[config.mk]
export PLATFORM = sky130hd
export DESIGN_NAME = tiered_priority_job_queue_core
export DESIGN_NICKNAME = d
export VERILOG_FILES = /design/src/sv/tpjq_pkg.sv /design/src/sv/tpjq_ram.sv /design/src/sv/tpjq_ctrl.sv /design/src/sv/tiered_priority_job_queue_core.sv
export SDC_FILE = /design/constraint.sdc
export NUM_CORES = 2
export LEC_CHECK = 0
export BUFFER_PORTS_ARGS = -buffer_cell sky130_fd_sc_hd__buf_4
export CAP_MARGIN = 20
export CORE_MARGIN = 2
export CORE_UTILIZATION = 30
export CTS_CLUSTER_SIZE = 25
export DETAILED_ROUTE_END_ITERATION = 12
export SLEW_MARGIN = 0
export SYNTH_ARGS = -nofsm -noshare
export SYNTH_HDL_FRONTEND = slang
export SYNTH_HIERARCHICAL = 1
export SYNTH_SLANG_ARGS = --single-unit
[constraint.sdc]
create_clock -name clk_i -period 6.52 [get_ports clk_i]
set_input_delay 0.326 -clock clk_i [delete_from_list [all_inputs] [get_ports clk_i]]
set_output_delay 0.326 -clock clk_i [all_outputs]
set_load 0.02 [all_outputs]
[src/sv/tpjq_pkg.sv]
package tpjq_pkg;

  // Queue geometry
  localparam int QUEUE_DEPTH = 16;
  localparam int NUM_TIERS   = 3;
  localparam int PTR_W       = (QUEUE_DEPTH > 1) ? $clog2(QUEUE_DEPTH) : 1;
  localparam int CNT_W       = $clog2(QUEUE_DEPTH + 1);
  localparam int TIER_W      = 2;
  localparam int STORE_DEPTH = NUM_TIERS * QUEUE_DEPTH;
  localparam int ADDR_W      = $clog2(STORE_DEPTH);

  // Field widths
  localparam int MODE_W  = 2;
  localparam int ID_W    = 16;
  localparam int PAGES_W = 8;
  localparam int STAT_W  = 2;
  localparam int ENTRY_W = ID_W + PAGES_W;

  // Configuration port
  localparam int CFG_IDX_W  = 8;
  localparam int CFG_DATA_W = 8;
  localparam logic [CFG_IDX_W-1:0]  CFG_SMALL_LIMIT   = CFG_IDX_W'(0);
  localparam logic [CFG_IDX_W-1:0]  CFG_MEDIUM_LIMIT  = CFG_IDX_W'(1);
  localparam logic [PAGES_W-1:0]    SMALL_LIMIT_RST   = PAGES_W'(11);
  localparam logic [PAGES_W-1:0]    MEDIUM_LIMIT_RST  = PAGES_W'(21);

  // Request modes (mode three decodes as peek)
  localparam logic [MODE_W-1:0] MODE_SUBMIT = 2'd0;
  localparam logic [MODE_W-1:0] MODE_TAKE   = 2'd1;
  localparam logic [MODE_W-1:0] MODE_PEEK   = 2'd2;

  // Status codes
  localparam logic [STAT_W-1:0] STAT_OK      = 2'd0;
  localparam logic [STAT_W-1:0] STAT_DROPPED = 2'd1;
  localparam logic [STAT_W-1:0] STAT_EMPTY   = 2'd2;

  // Tier codes
  localparam logic [TIER_W-1:0] TIER_SMALL  = 2'd0;
  localparam logic [TIER_W-1:0] TIER_MEDIUM = 2'd1;
  localparam logic [TIER_W-1:0] TIER_LARGE  = 2'd2;

  typedef struct packed {
    logic [MODE_W-1:0]  mode;
    logic [ID_W-1:0]    job_id;
    logic [PAGES_W-1:0] page_count;
  } req_t;

  typedef struct packed {
    logic               job_valid;
    logic [ID_W-1:0]    out_job_id;
    logic [PAGES_W-1:0] out_page_count;
    logic [TIER_W-1:0]  out_tier;
    logic [STAT_W-1:0]  status;
  } rsp_t;

  // Decision taken at accept; id and pages come from the store when use_ram is set
  typedef struct packed {
    logic use_ram;
    rsp_t rsp;
  } acc_t;

  typedef enum logic {
    ST_IDLE,
    ST_BUSY
  } state_e;

  // Circular pointer step
  function automatic logic [PTR_W-1:0] ptr_advance(input logic [PTR_W-1:0] p);
    logic [PTR_W-1:0] n;
    n = (p == PTR_W'(QUEUE_DEPTH - 1)) ? '0 : p + PTR_W'(1);
    return n;
  endfunction

endpackage

[src/sv/tpjq_ram.sv]
module tpjq_ram #(
  parameter int Width = 24,
  parameter int Depth = 48,
  localparam int AddrW = (Depth > 1) ? $clog2(Depth) : 1
) (
  input  logic             clk_i,
  input  logic             we_i,
  input  logic [AddrW-1:0] waddr_i,
  input  logic [Width-1:0] wdata_i,
  input  logic             re_i,
  input  logic [AddrW-1:0] raddr_i,
  output logic [Width-1:0] rdata_o
);

  logic [Width-1:0] mem_q [Depth];
  logic [Width-1:0] rdata_q;

  always_ff @(posedge clk_i) begin
    if (we_i) begin
      mem_q[waddr_i] <= wdata_i;
    end
  end

  // Registered read, held until the next read
  always_ff @(posedge clk_i) begin
    if (re_i) begin
      rdata_q <= mem_q[raddr_i];
    end
  end

  assign rdata_o = rdata_q;

endmodule

[src/sv/tpjq_ctrl.sv]
module tpjq_ctrl (
  input  logic                             clk_i,
  input  logic                             rst_ni,
  input  logic                             accept_i,
  input  tpjq_pkg::req_t                   req_i,
  input  logic [tpjq_pkg::PAGES_W-1:0]     small_limit_i,
  input  logic [tpjq_pkg::PAGES_W-1:0]     medium_limit_i,
  output logic                             ram_we_o,
  output logic [tpjq_pkg::ADDR_W-1:0]      ram_waddr_o,
  output logic [tpjq_pkg::ENTRY_W-1:0]     ram_wdata_o,
  output logic                             ram_re_o,
  output logic [tpjq_pkg::ADDR_W-1:0]      ram_raddr_o,
  output tpjq_pkg::acc_t                   acc_o
);

  localparam int NT = tpjq_pkg::NUM_TIERS;
  localparam int PW = tpjq_pkg::PTR_W;
  localparam int CW = tpjq_pkg::CNT_W;
  localparam int AW = tpjq_pkg::ADDR_W;

  logic [NT-1:0][PW-1:0] head_q, head_d;
  logic [NT-1:0][PW-1:0] tail_q, tail_d;
  logic [NT-1:0][CW-1:0] cnt_q, cnt_d;

  logic                        is_submit, is_take;
  logic [tpjq_pkg::TIER_W-1:0] sub_tier, pick_tier;
  logic                        sub_full, found;
  logic                        ptr_ok, cnt_ok;

  // Decode, classify and pick the highest-priority non-empty tier
  always_comb begin
    is_submit = (req_i.mode == tpjq_pkg::MODE_SUBMIT);
    is_take   = (req_i.mode == tpjq_pkg::MODE_TAKE);

    if (req_i.page_count < small_limit_i) begin
      sub_tier = tpjq_pkg::TIER_SMALL;
    end else if (req_i.page_count < medium_limit_i) begin
      sub_tier = tpjq_pkg::TIER_MEDIUM;
    end else begin
      sub_tier = tpjq_pkg::TIER_LARGE;
    end
    sub_full = (cnt_q[sub_tier] == CW'(tpjq_pkg::QUEUE_DEPTH));

    found     = 1'b0;
    pick_tier = tpjq_pkg::TIER_SMALL;
    for (int t = NT - 1; t >= 0; t--) begin
      if (cnt_q[t] != '0) begin
        found     = 1'b1;
        pick_tier = tpjq_pkg::TIER_W'(t);
      end
    end
  end

  // Store access: tail write on submit, head read on take or peek
  always_comb begin
    ram_we_o    = accept_i && is_submit && !sub_full;
    ram_waddr_o = AW'(sub_tier) * AW'(tpjq_pkg::QUEUE_DEPTH) + AW'(tail_q[sub_tier]);
    ram_wdata_o = {req_i.job_id, req_i.page_count};
    ram_re_o    = accept_i && !is_submit && found;
    ram_raddr_o = AW'(pick_tier) * AW'(tpjq_pkg::QUEUE_DEPTH) + AW'(head_q[pick_tier]);
  end

  // Result decision
  always_comb begin
    acc_o = '0;
    if (is_submit) begin
      acc_o.rsp.job_valid      = !sub_full;
      acc_o.rsp.out_job_id     = req_i.job_id;
      acc_o.rsp.out_page_count = req_i.page_count;
      acc_o.rsp.out_tier       = sub_tier;
      acc_o.rsp.status         = sub_full ? tpjq_pkg::STAT_DROPPED : tpjq_pkg::STAT_OK;
    end else if (found) begin
      acc_o.use_ram       = 1'b1;
      acc_o.rsp.job_valid = 1'b1;
      acc_o.rsp.out_tier  = pick_tier;
      acc_o.rsp.status    = tpjq_pkg::STAT_OK;
    end else begin
      acc_o.rsp.status = tpjq_pkg::STAT_EMPTY;
    end
  end

  // Pointer and fill count update
  always_comb begin
    head_d = head_q;
    tail_d = tail_q;
    cnt_d  = cnt_q;
    if (accept_i && is_submit && !sub_full) begin
      tail_d[sub_tier] = tpjq_pkg::ptr_advance(tail_q[sub_tier]);
      cnt_d[sub_tier]  = cnt_q[sub_tier] + CW'(1);
    end
    if (accept_i && is_take && found) begin
      head_d[pick_tier] = tpjq_pkg::ptr_advance(head_q[pick_tier]);
      cnt_d[pick_tier]  = cnt_q[pick_tier] - CW'(1);
    end
  end

  always_ff @(posedge clk_i or negedge rst_ni) begin
    if (!rst_ni) begin
      head_q <= '0;
      tail_q <= '0;
      cnt_q  <= '0;
    end else begin
      head_q <= head_d;
      tail_q <= tail_d;
      cnt_q  <= cnt_d;
    end
  end

  // Checks: counts bounded, empty or full tiers have coinciding pointers
  always_comb begin
    ptr_ok = 1'b1;
    cnt_ok = 1'b1;
    for (int t = 0; t < NT; t++) begin
      if (cnt_q[t] > CW'(tpjq_pkg::QUEUE_DEPTH)) begin
        cnt_ok = 1'b0;
      end
      if ((cnt_q[t] == '0 || cnt_q[t] == CW'(tpjq_pkg::QUEUE_DEPTH)) &&
          head_q[t] != tail_q[t]) begin
        ptr_ok = 1'b0;
      end
    end
  end

  a_cnt_bound: assert property (@(posedge clk_i) disable iff (!rst_ni) cnt_ok)
    else $error("tier fill count above queue depth");

  a_ptr_match: assert property (@(posedge clk_i) disable iff (!rst_ni) ptr_ok)
    else $error("head and tail disagree for empty or full tier");

  a_drop_hold: assert property (@(posedge clk_i) disable iff (!rst_ni)
    accept_i && is_submit && sub_full |=> $stable(cnt_q) && $stable(tail_q))
    else $error("dropped submit changed queue state");

  a_take_pop: assert property (@(posedge clk_i) disable iff (!rst_ni)
    accept_i && is_take && found |=> cnt_q != $past(cnt_q))
    else $error("take did not remove a job");

endmodule

[src/sv/tiered_priority_job_queue_core.sv]
// Flow: an accepted request's decision is registered and the block enters its busy state, where the result
// waits on the registered read of the job store RAM and is loaded into the output register once that register
// is empty or being taken. No new request is accepted until the previous result has been loaded there.
// A new request is taken while the previous result still waits on the output.
// Reset: tier pointers and fill counts clear, limits return to 11 and 21, no result pending;
// the job store itself is not cleared.
module tiered_priority_job_queue_core (
  input  logic                              clk_i,
  input  logic                              rst_ni,
  input  logic                              in_valid_i,
  output logic                              in_ready_o,
  input  tpjq_pkg::req_t                    in_req_i,
  output logic                              out_valid_o,
  input  logic                              out_ready_i,
  output tpjq_pkg::rsp_t                    out_rsp_o,
  input  logic                              cfg_valid_i,
  output logic                              cfg_ready_o,
  input  logic [tpjq_pkg::CFG_IDX_W-1:0]    cfg_index_i,
  input  logic [tpjq_pkg::CFG_DATA_W-1:0]   cfg_data_i
);

  tpjq_pkg::state_e state_q, state_d;

  logic                         accept, out_load;
  logic [tpjq_pkg::PAGES_W-1:0] small_limit_q, medium_limit_q;
  tpjq_pkg::acc_t               acc, hold_q;
  tpjq_pkg::rsp_t               rsp_busy, out_rsp_q;
  logic                         out_valid_q;

  logic                          ram_we, ram_re;
  logic [tpjq_pkg::ADDR_W-1:0]   ram_waddr, ram_raddr;
  logic [tpjq_pkg::ENTRY_W-1:0]  ram_wdata, ram_rdata;

  // Limit registers
  assign cfg_ready_o = 1'b1;

  always_ff @(posedge clk_i or negedge rst_ni) begin
    if (!rst_ni) begin
      small_limit_q  <= tpjq_pkg::SMALL_LIMIT_RST;
      medium_limit_q <= tpjq_pkg::MEDIUM_LIMIT_RST;
    end else if (cfg_valid_i) begin
      if (cfg_index_i == tpjq_pkg::CFG_SMALL_LIMIT) begin
        small_limit_q <= cfg_data_i;
      end
      if (cfg_index_i == tpjq_pkg::CFG_MEDIUM_LIMIT) begin
        medium_limit_q <= cfg_data_i;
      end
    end
  end

  // Queue bookkeeping
  tpjq_ctrl u_ctrl (
    .clk_i         (clk_i),
    .rst_ni        (rst_ni),
    .accept_i      (accept),
    .req_i         (in_req_i),
    .small_limit_i (small_limit_q),
    .medium_limit_i(medium_limit_q),
    .ram_we_o      (ram_we),
    .ram_waddr_o   (ram_waddr),
    .ram_wdata_o   (ram_wdata),
    .ram_re_o      (ram_re),
    .ram_raddr_o   (ram_raddr),
    .acc_o         (acc)
  );

  // Job store, all tiers in one RAM
  tpjq_ram #(
    .Width(tpjq_pkg::ENTRY_W),
    .Depth(tpjq_pkg::STORE_DEPTH)
  ) u_store (
    .clk_i  (clk_i),
    .we_i   (ram_we),
    .waddr_i(ram_waddr),
    .wdata_i(ram_wdata),
    .re_i   (ram_re),
    .raddr_i(ram_raddr),
    .rdata_o(ram_rdata)
  );

  // Next state
  always_comb begin
    state_d = state_q;
    case (state_q)
      tpjq_pkg::ST_IDLE: begin
        if (accept) begin
          state_d = tpjq_pkg::ST_BUSY;
        end
      end
      tpjq_pkg::ST_BUSY: begin
        if (out_load) begin
          state_d = tpjq_pkg::ST_IDLE;
        end
      end
      default: state_d = tpjq_pkg::ST_IDLE;
    endcase
  end

  // FSM outputs
  always_comb begin
    in_ready_o = 1'b0;
    out_load   = 1'b0;
    case (state_q)
      tpjq_pkg::ST_IDLE: in_ready_o = 1'b1;
      tpjq_pkg::ST_BUSY: out_load = !out_valid_q || out_ready_i;
      default: begin
        in_ready_o = 1'b0;
        out_load   = 1'b0;
      end
    endcase
  end

  assign accept = in_valid_i && in_ready_o;

  always_ff @(posedge clk_i or negedge rst_ni) begin
    if (!rst_ni) begin
      state_q <= tpjq_pkg::ST_IDLE;
    end else begin
      state_q <= state_d;
    end
  end

  // Decision held for the read cycle
  always_ff @(posedge clk_i) begin
    if (accept) begin
      hold_q <= acc;
    end
  end

  // Merge read data into the result
  always_comb begin
    rsp_busy = hold_q.rsp;
    if (hold_q.use_ram) begin
      rsp_busy.out_job_id     = ram_rdata[tpjq_pkg::ENTRY_W-1:tpjq_pkg::PAGES_W];
      rsp_busy.out_page_count = ram_rdata[tpjq_pkg::PAGES_W-1:0];
    end
  end

  // Output register
  always_ff @(posedge clk_i or negedge rst_ni) begin
    if (!rst_ni) begin
      out_valid_q <= 1'b0;
    end else if (out_load) begin
      out_valid_q <= 1'b1;
    end else if (out_ready_i) begin
      out_valid_q <= 1'b0;
    end
  end

  always_ff @(posedge clk_i) begin
    if (out_load) begin
      out_rsp_q <= rsp_busy;
    end
  end

  assign out_valid_o = out_valid_q;
  assign out_rsp_o   = out_rsp_q;

  a_accept_busy: assert property (@(posedge clk_i) disable iff (!rst_ni)
    accept |=> state_q == tpjq_pkg::ST_BUSY)
    else $error("accepted request did not enter read cycle");

  a_load_valid: assert property (@(posedge clk_i) disable iff (!rst_ni)
    out_load |=> out_valid_q && state_q == tpjq_pkg::ST_IDLE)
    else $error("result not loaded into output register");

  a_busy_no_accept: assert property (@(posedge clk_i) disable iff (!rst_ni)
    state_q == tpjq_pkg::ST_BUSY && !out_load |=> state_q == tpjq_pkg::ST_BUSY)
    else $error("pending result lost");

endmodule

==> flow_summary.yaml <==
route:
  wl_um: 125500
  viasPerCell: 4.998
  drc: 0
  num_vias: 25850
  wl_per_cell_um: 24.26
  first_pass_iters: 5
  postRouteAntennaNets: 0
  drt_iter0_markers: 2371
run_status:
  status: "finished, final reports clean"
worst_setup_path:
  rr_startpoint: "u_ctrl/cnt_q[2]"
  r2r-end: "u_store/rdata_o[9]"
  reg2regPathDepth: 10
  cpPeakStageDelay_ps: 750
  critPathCaptureType: "register"
  critPathSlowestCell: "a31oi_4"
  crit_buf_inv: 2
  arrival_ps: 5530
  critPathRequiredTime_ps: 6970
  critical_path_class: "reg2reg"
  path_cells: "or2_1 > or4_1 > or3_1 > a31oi_4 > buf_4 > buf_4 > mux4_2 > mux4_2 > nand2_1 > o41ai_2"
  reg2reg_slack_ps: 1440
  cp_top_family: "simple AND/OR/NAND/NOR gates"
  cp-start-kind: "register"
  critPathMaxFanout: 18
layout:
  fin_util_pct: 34.74
  num-fill-cells: 15750
  fin_nets: 2919
  area_growth_pct: 14.69
  drive_gt1_share_pct: 20.79
  final_area_mm2: 0.05900
synth:
  synth_nets: 2788
  synthCells: 2722
  yosysWarnings: 6
  synth_top_area_share_pct: 72.09
  synth_common_cells: "edfxtp_1, mux2i_1, mux4_2, a22oi_1, clkbuf_1"
  synth_ff_type: "edfxtp_1"
  synth_area_per_cell_um2: 18.90
  synth_area_leaders: "edfxtp_1, mux2i_1, mux4_2, dfrtp_1, a22oi_1"
  ys_seq_area_share_pct: 74.87
  syn_area_mm2: 0.05145
  synth_top_cell_by_area: "edfxtp_1"
  synth_cell_type_count: 68
  synth_edf_count: 1235
  ys_ff_latch: 1292
  synth.most_common_cell: "edfxtp_1"
  synthArstFlopShare_pct: 4.412
timing:
  tightest_slew_ps: 1098
  hold_viol: 0
  fin_skew_ps: 30.01
  drv_slew: 0
  fin_crit_sh_pct: 77.93
  setup_tns_ps: 0
  rsz0062_at_grt: "no"
  layout_min_cycle_time_ps: 5081
  whs_ps: 68.60
  relSlewSlack_pct: 26.65
  setup_viol: 0
  fmax_mhz: 196.8
min_path:
  hold_end: "u_store/mem_q[27][1]"
  min_delay_path_depth: 1
  min-delay-start: "in_req_i[1]"
  hold_path.class: "in2reg"
clock_network:
  cts_buffer_depth: 3
  cts.htree.levels: 4
  cts_tree: "yes"
  path_clk_slew_ps: 60
  cts-root-buf: "clkbuf_16"
  numClockSinks: 1292
  cts_made_buffers: 130
  clock_latency_ps: 750
  cts_resized: 0
global_route:
  grt_pass1_vias: 25810
  grt_antenna_before_repair: 3
  globalRouteOverflowTotal: 0
  grt_max_degree: 100
  grt_pass1_wl_um: 181400
  track_usage_pct: 14.20
place:
  placed_area_mm2: 0.05490
  finalWeightedCongestion: 0.7816
  io_buffers: 77
  hpwl_um: 69930
job:
  maxCapViolCount: 0
pwr:
  power_leakage_nw: 19.38
  peakVddDrop_v: 0.0005982
  power_w: 0.02607
  p_per_area_mw_per_mm2: 441.9
die:
  start_util_pct: 30.29
  ios: 79
  num_rows: 151
  core-area_mm2: 0.1698
  die_x_um: 418.1
  dieArea_mm2: 0.1748
  die_h_um: 418.1
report_power, final:
| part | total (W) | switching [W] | internal [W] |
|---|---|---|---|
| registers | 0.00969 | 0.000211 | 0.00948 |
| logic | 0.00929 | 0.00529 | 0.00400 |
| clock network | 0.00709 | 0.00309 | 0.00400 |
cells in the final DEF (no fill, tap or decap), types with 48 or more instances in the layout:
| cell type | netlist | routed |
|---|---|---|
| dfrtp_1 | 51 | 51 |
| a221oi_1 | 51 | 51 |
| a22oi_1 | 96 | 96 |
| nand2_1 | 74 | 74 |
| a22o_1 | 48 | 48 |
| mux2i_1 | 394 | 394 |
| a21oi_1 | 63 | 63 |
| edfxtp_1 | 1235 | 1235 |
| mux4_2 | 120 | 120 |
| buf_4 | 53 | 156 |
| clkbuf_16 | 0 | 133 |
what timing repair did:
| item | 4_1_cts | 5_1_grt |
|---|---|---|
| hold buffers | 10 | 0 |
| setup buffers | 0 | 0 |
| endpoints found under the hold margin | 69 | 0 |
kinds of logic (layout without fill, tap and decap cells):
family | Yosys count | after routing | synth area share, %
flops | 1292 | 1292 | 74.87
fa+ha+maj | 19 | 19 | 0.4621
xor+xnor | 12 | 12 | 0.2043
compound gates | 376 | 376 | 5.745
other cells | 1 | 3 | 0.007289
simple gates | 251 | 251 | 2.401
buf+inv | 204 | 435 | 2.169
mux | 567 | 567 | 14.14
state kept, by name, summed over array words and instances (netlist names):
| signal | cells |
|---|---|
| hold_q | 30 |
| small_limit_q | 8 |
| u_store/rdata_o | 24 |
| u_store/mem_q | 1152 |
| out_valid_o | 1 |
| u_ctrl/tail_q | 12 |
| u_ctrl/head_q | 12 |
| medium_limit_q | 8 |
| out_rsp_o | 29 |
| u_ctrl/cnt_q | 15 |
| state_q | 1 |
layout make-up:
type	instances	area, µm²	area share [%]
clock inverter	69	559.3	0.9479
multi-input combinational	1226	12080	20.48
tap	2218	2775	4.703
timing repair buffer	179	1531	2.596
inverter	24	90.09	0.1527
clock buffer	163	3441	5.832
sequential	1292	38520	65.28
antenna	2	5.005	0.008482
routing by layer:
layer,global-route usage (%),wire [µm],up-vias
li1,-,-,11310
met1,18.44,52130,13620
met2,23.92,62790,752
met3,2.376,6791,175
met4,5.073,3808,0
met5,0,0,-
how the worst max path moves through the flow:
| stage | from | cells past startpoint | to | slack [ps] |
|---|---|---|---|---|
| floorplan | state_q | 6 | u_store/mem_q[18][0] | 1160 |
| detailed placement | in_req_i[1] | 12 | u_store/mem_q[44][19] | 1220 |
| global route | medium_limit_q[2] | 13 | u_store/mem_q[44][15] | 1180 |
| global placement | in_req_i[2] | 13 | u_store/mem_q[44][22] | 1290 |
| CTS | u_ctrl/cnt_q[2] | 10 | u_store/rdata_o[9] | 1440 |
| finish | u_ctrl/cnt_q[2] | 10 | u_store/rdata_o[9] | 1440 |
through the flow:
| step | worst slack (ps) | instances |
|---|---|---|
| final | 1439 | 5173 |
| after CTS | 1439 | 5171 |
| after detailed placement | 1222 | 4929 |
| after global routing | 1176 | 5172 |
| after global placement | 1292 | 4929 |
| after floorplan | 1155 | 2722 |
worst register-to-register path, delay by kind of cell (launching register included):
kind | cells | cell delay [ps]
AND/OR/NAND/NOR | 4 | 1710
multiplexers | 2 | 1100
AO/OA/AOI/OAI | 2 | 830
buffers and inverters | 2 | 710
flip-flops | 1 | 450
No activity file was read; power rests on OpenSTA's default activity.
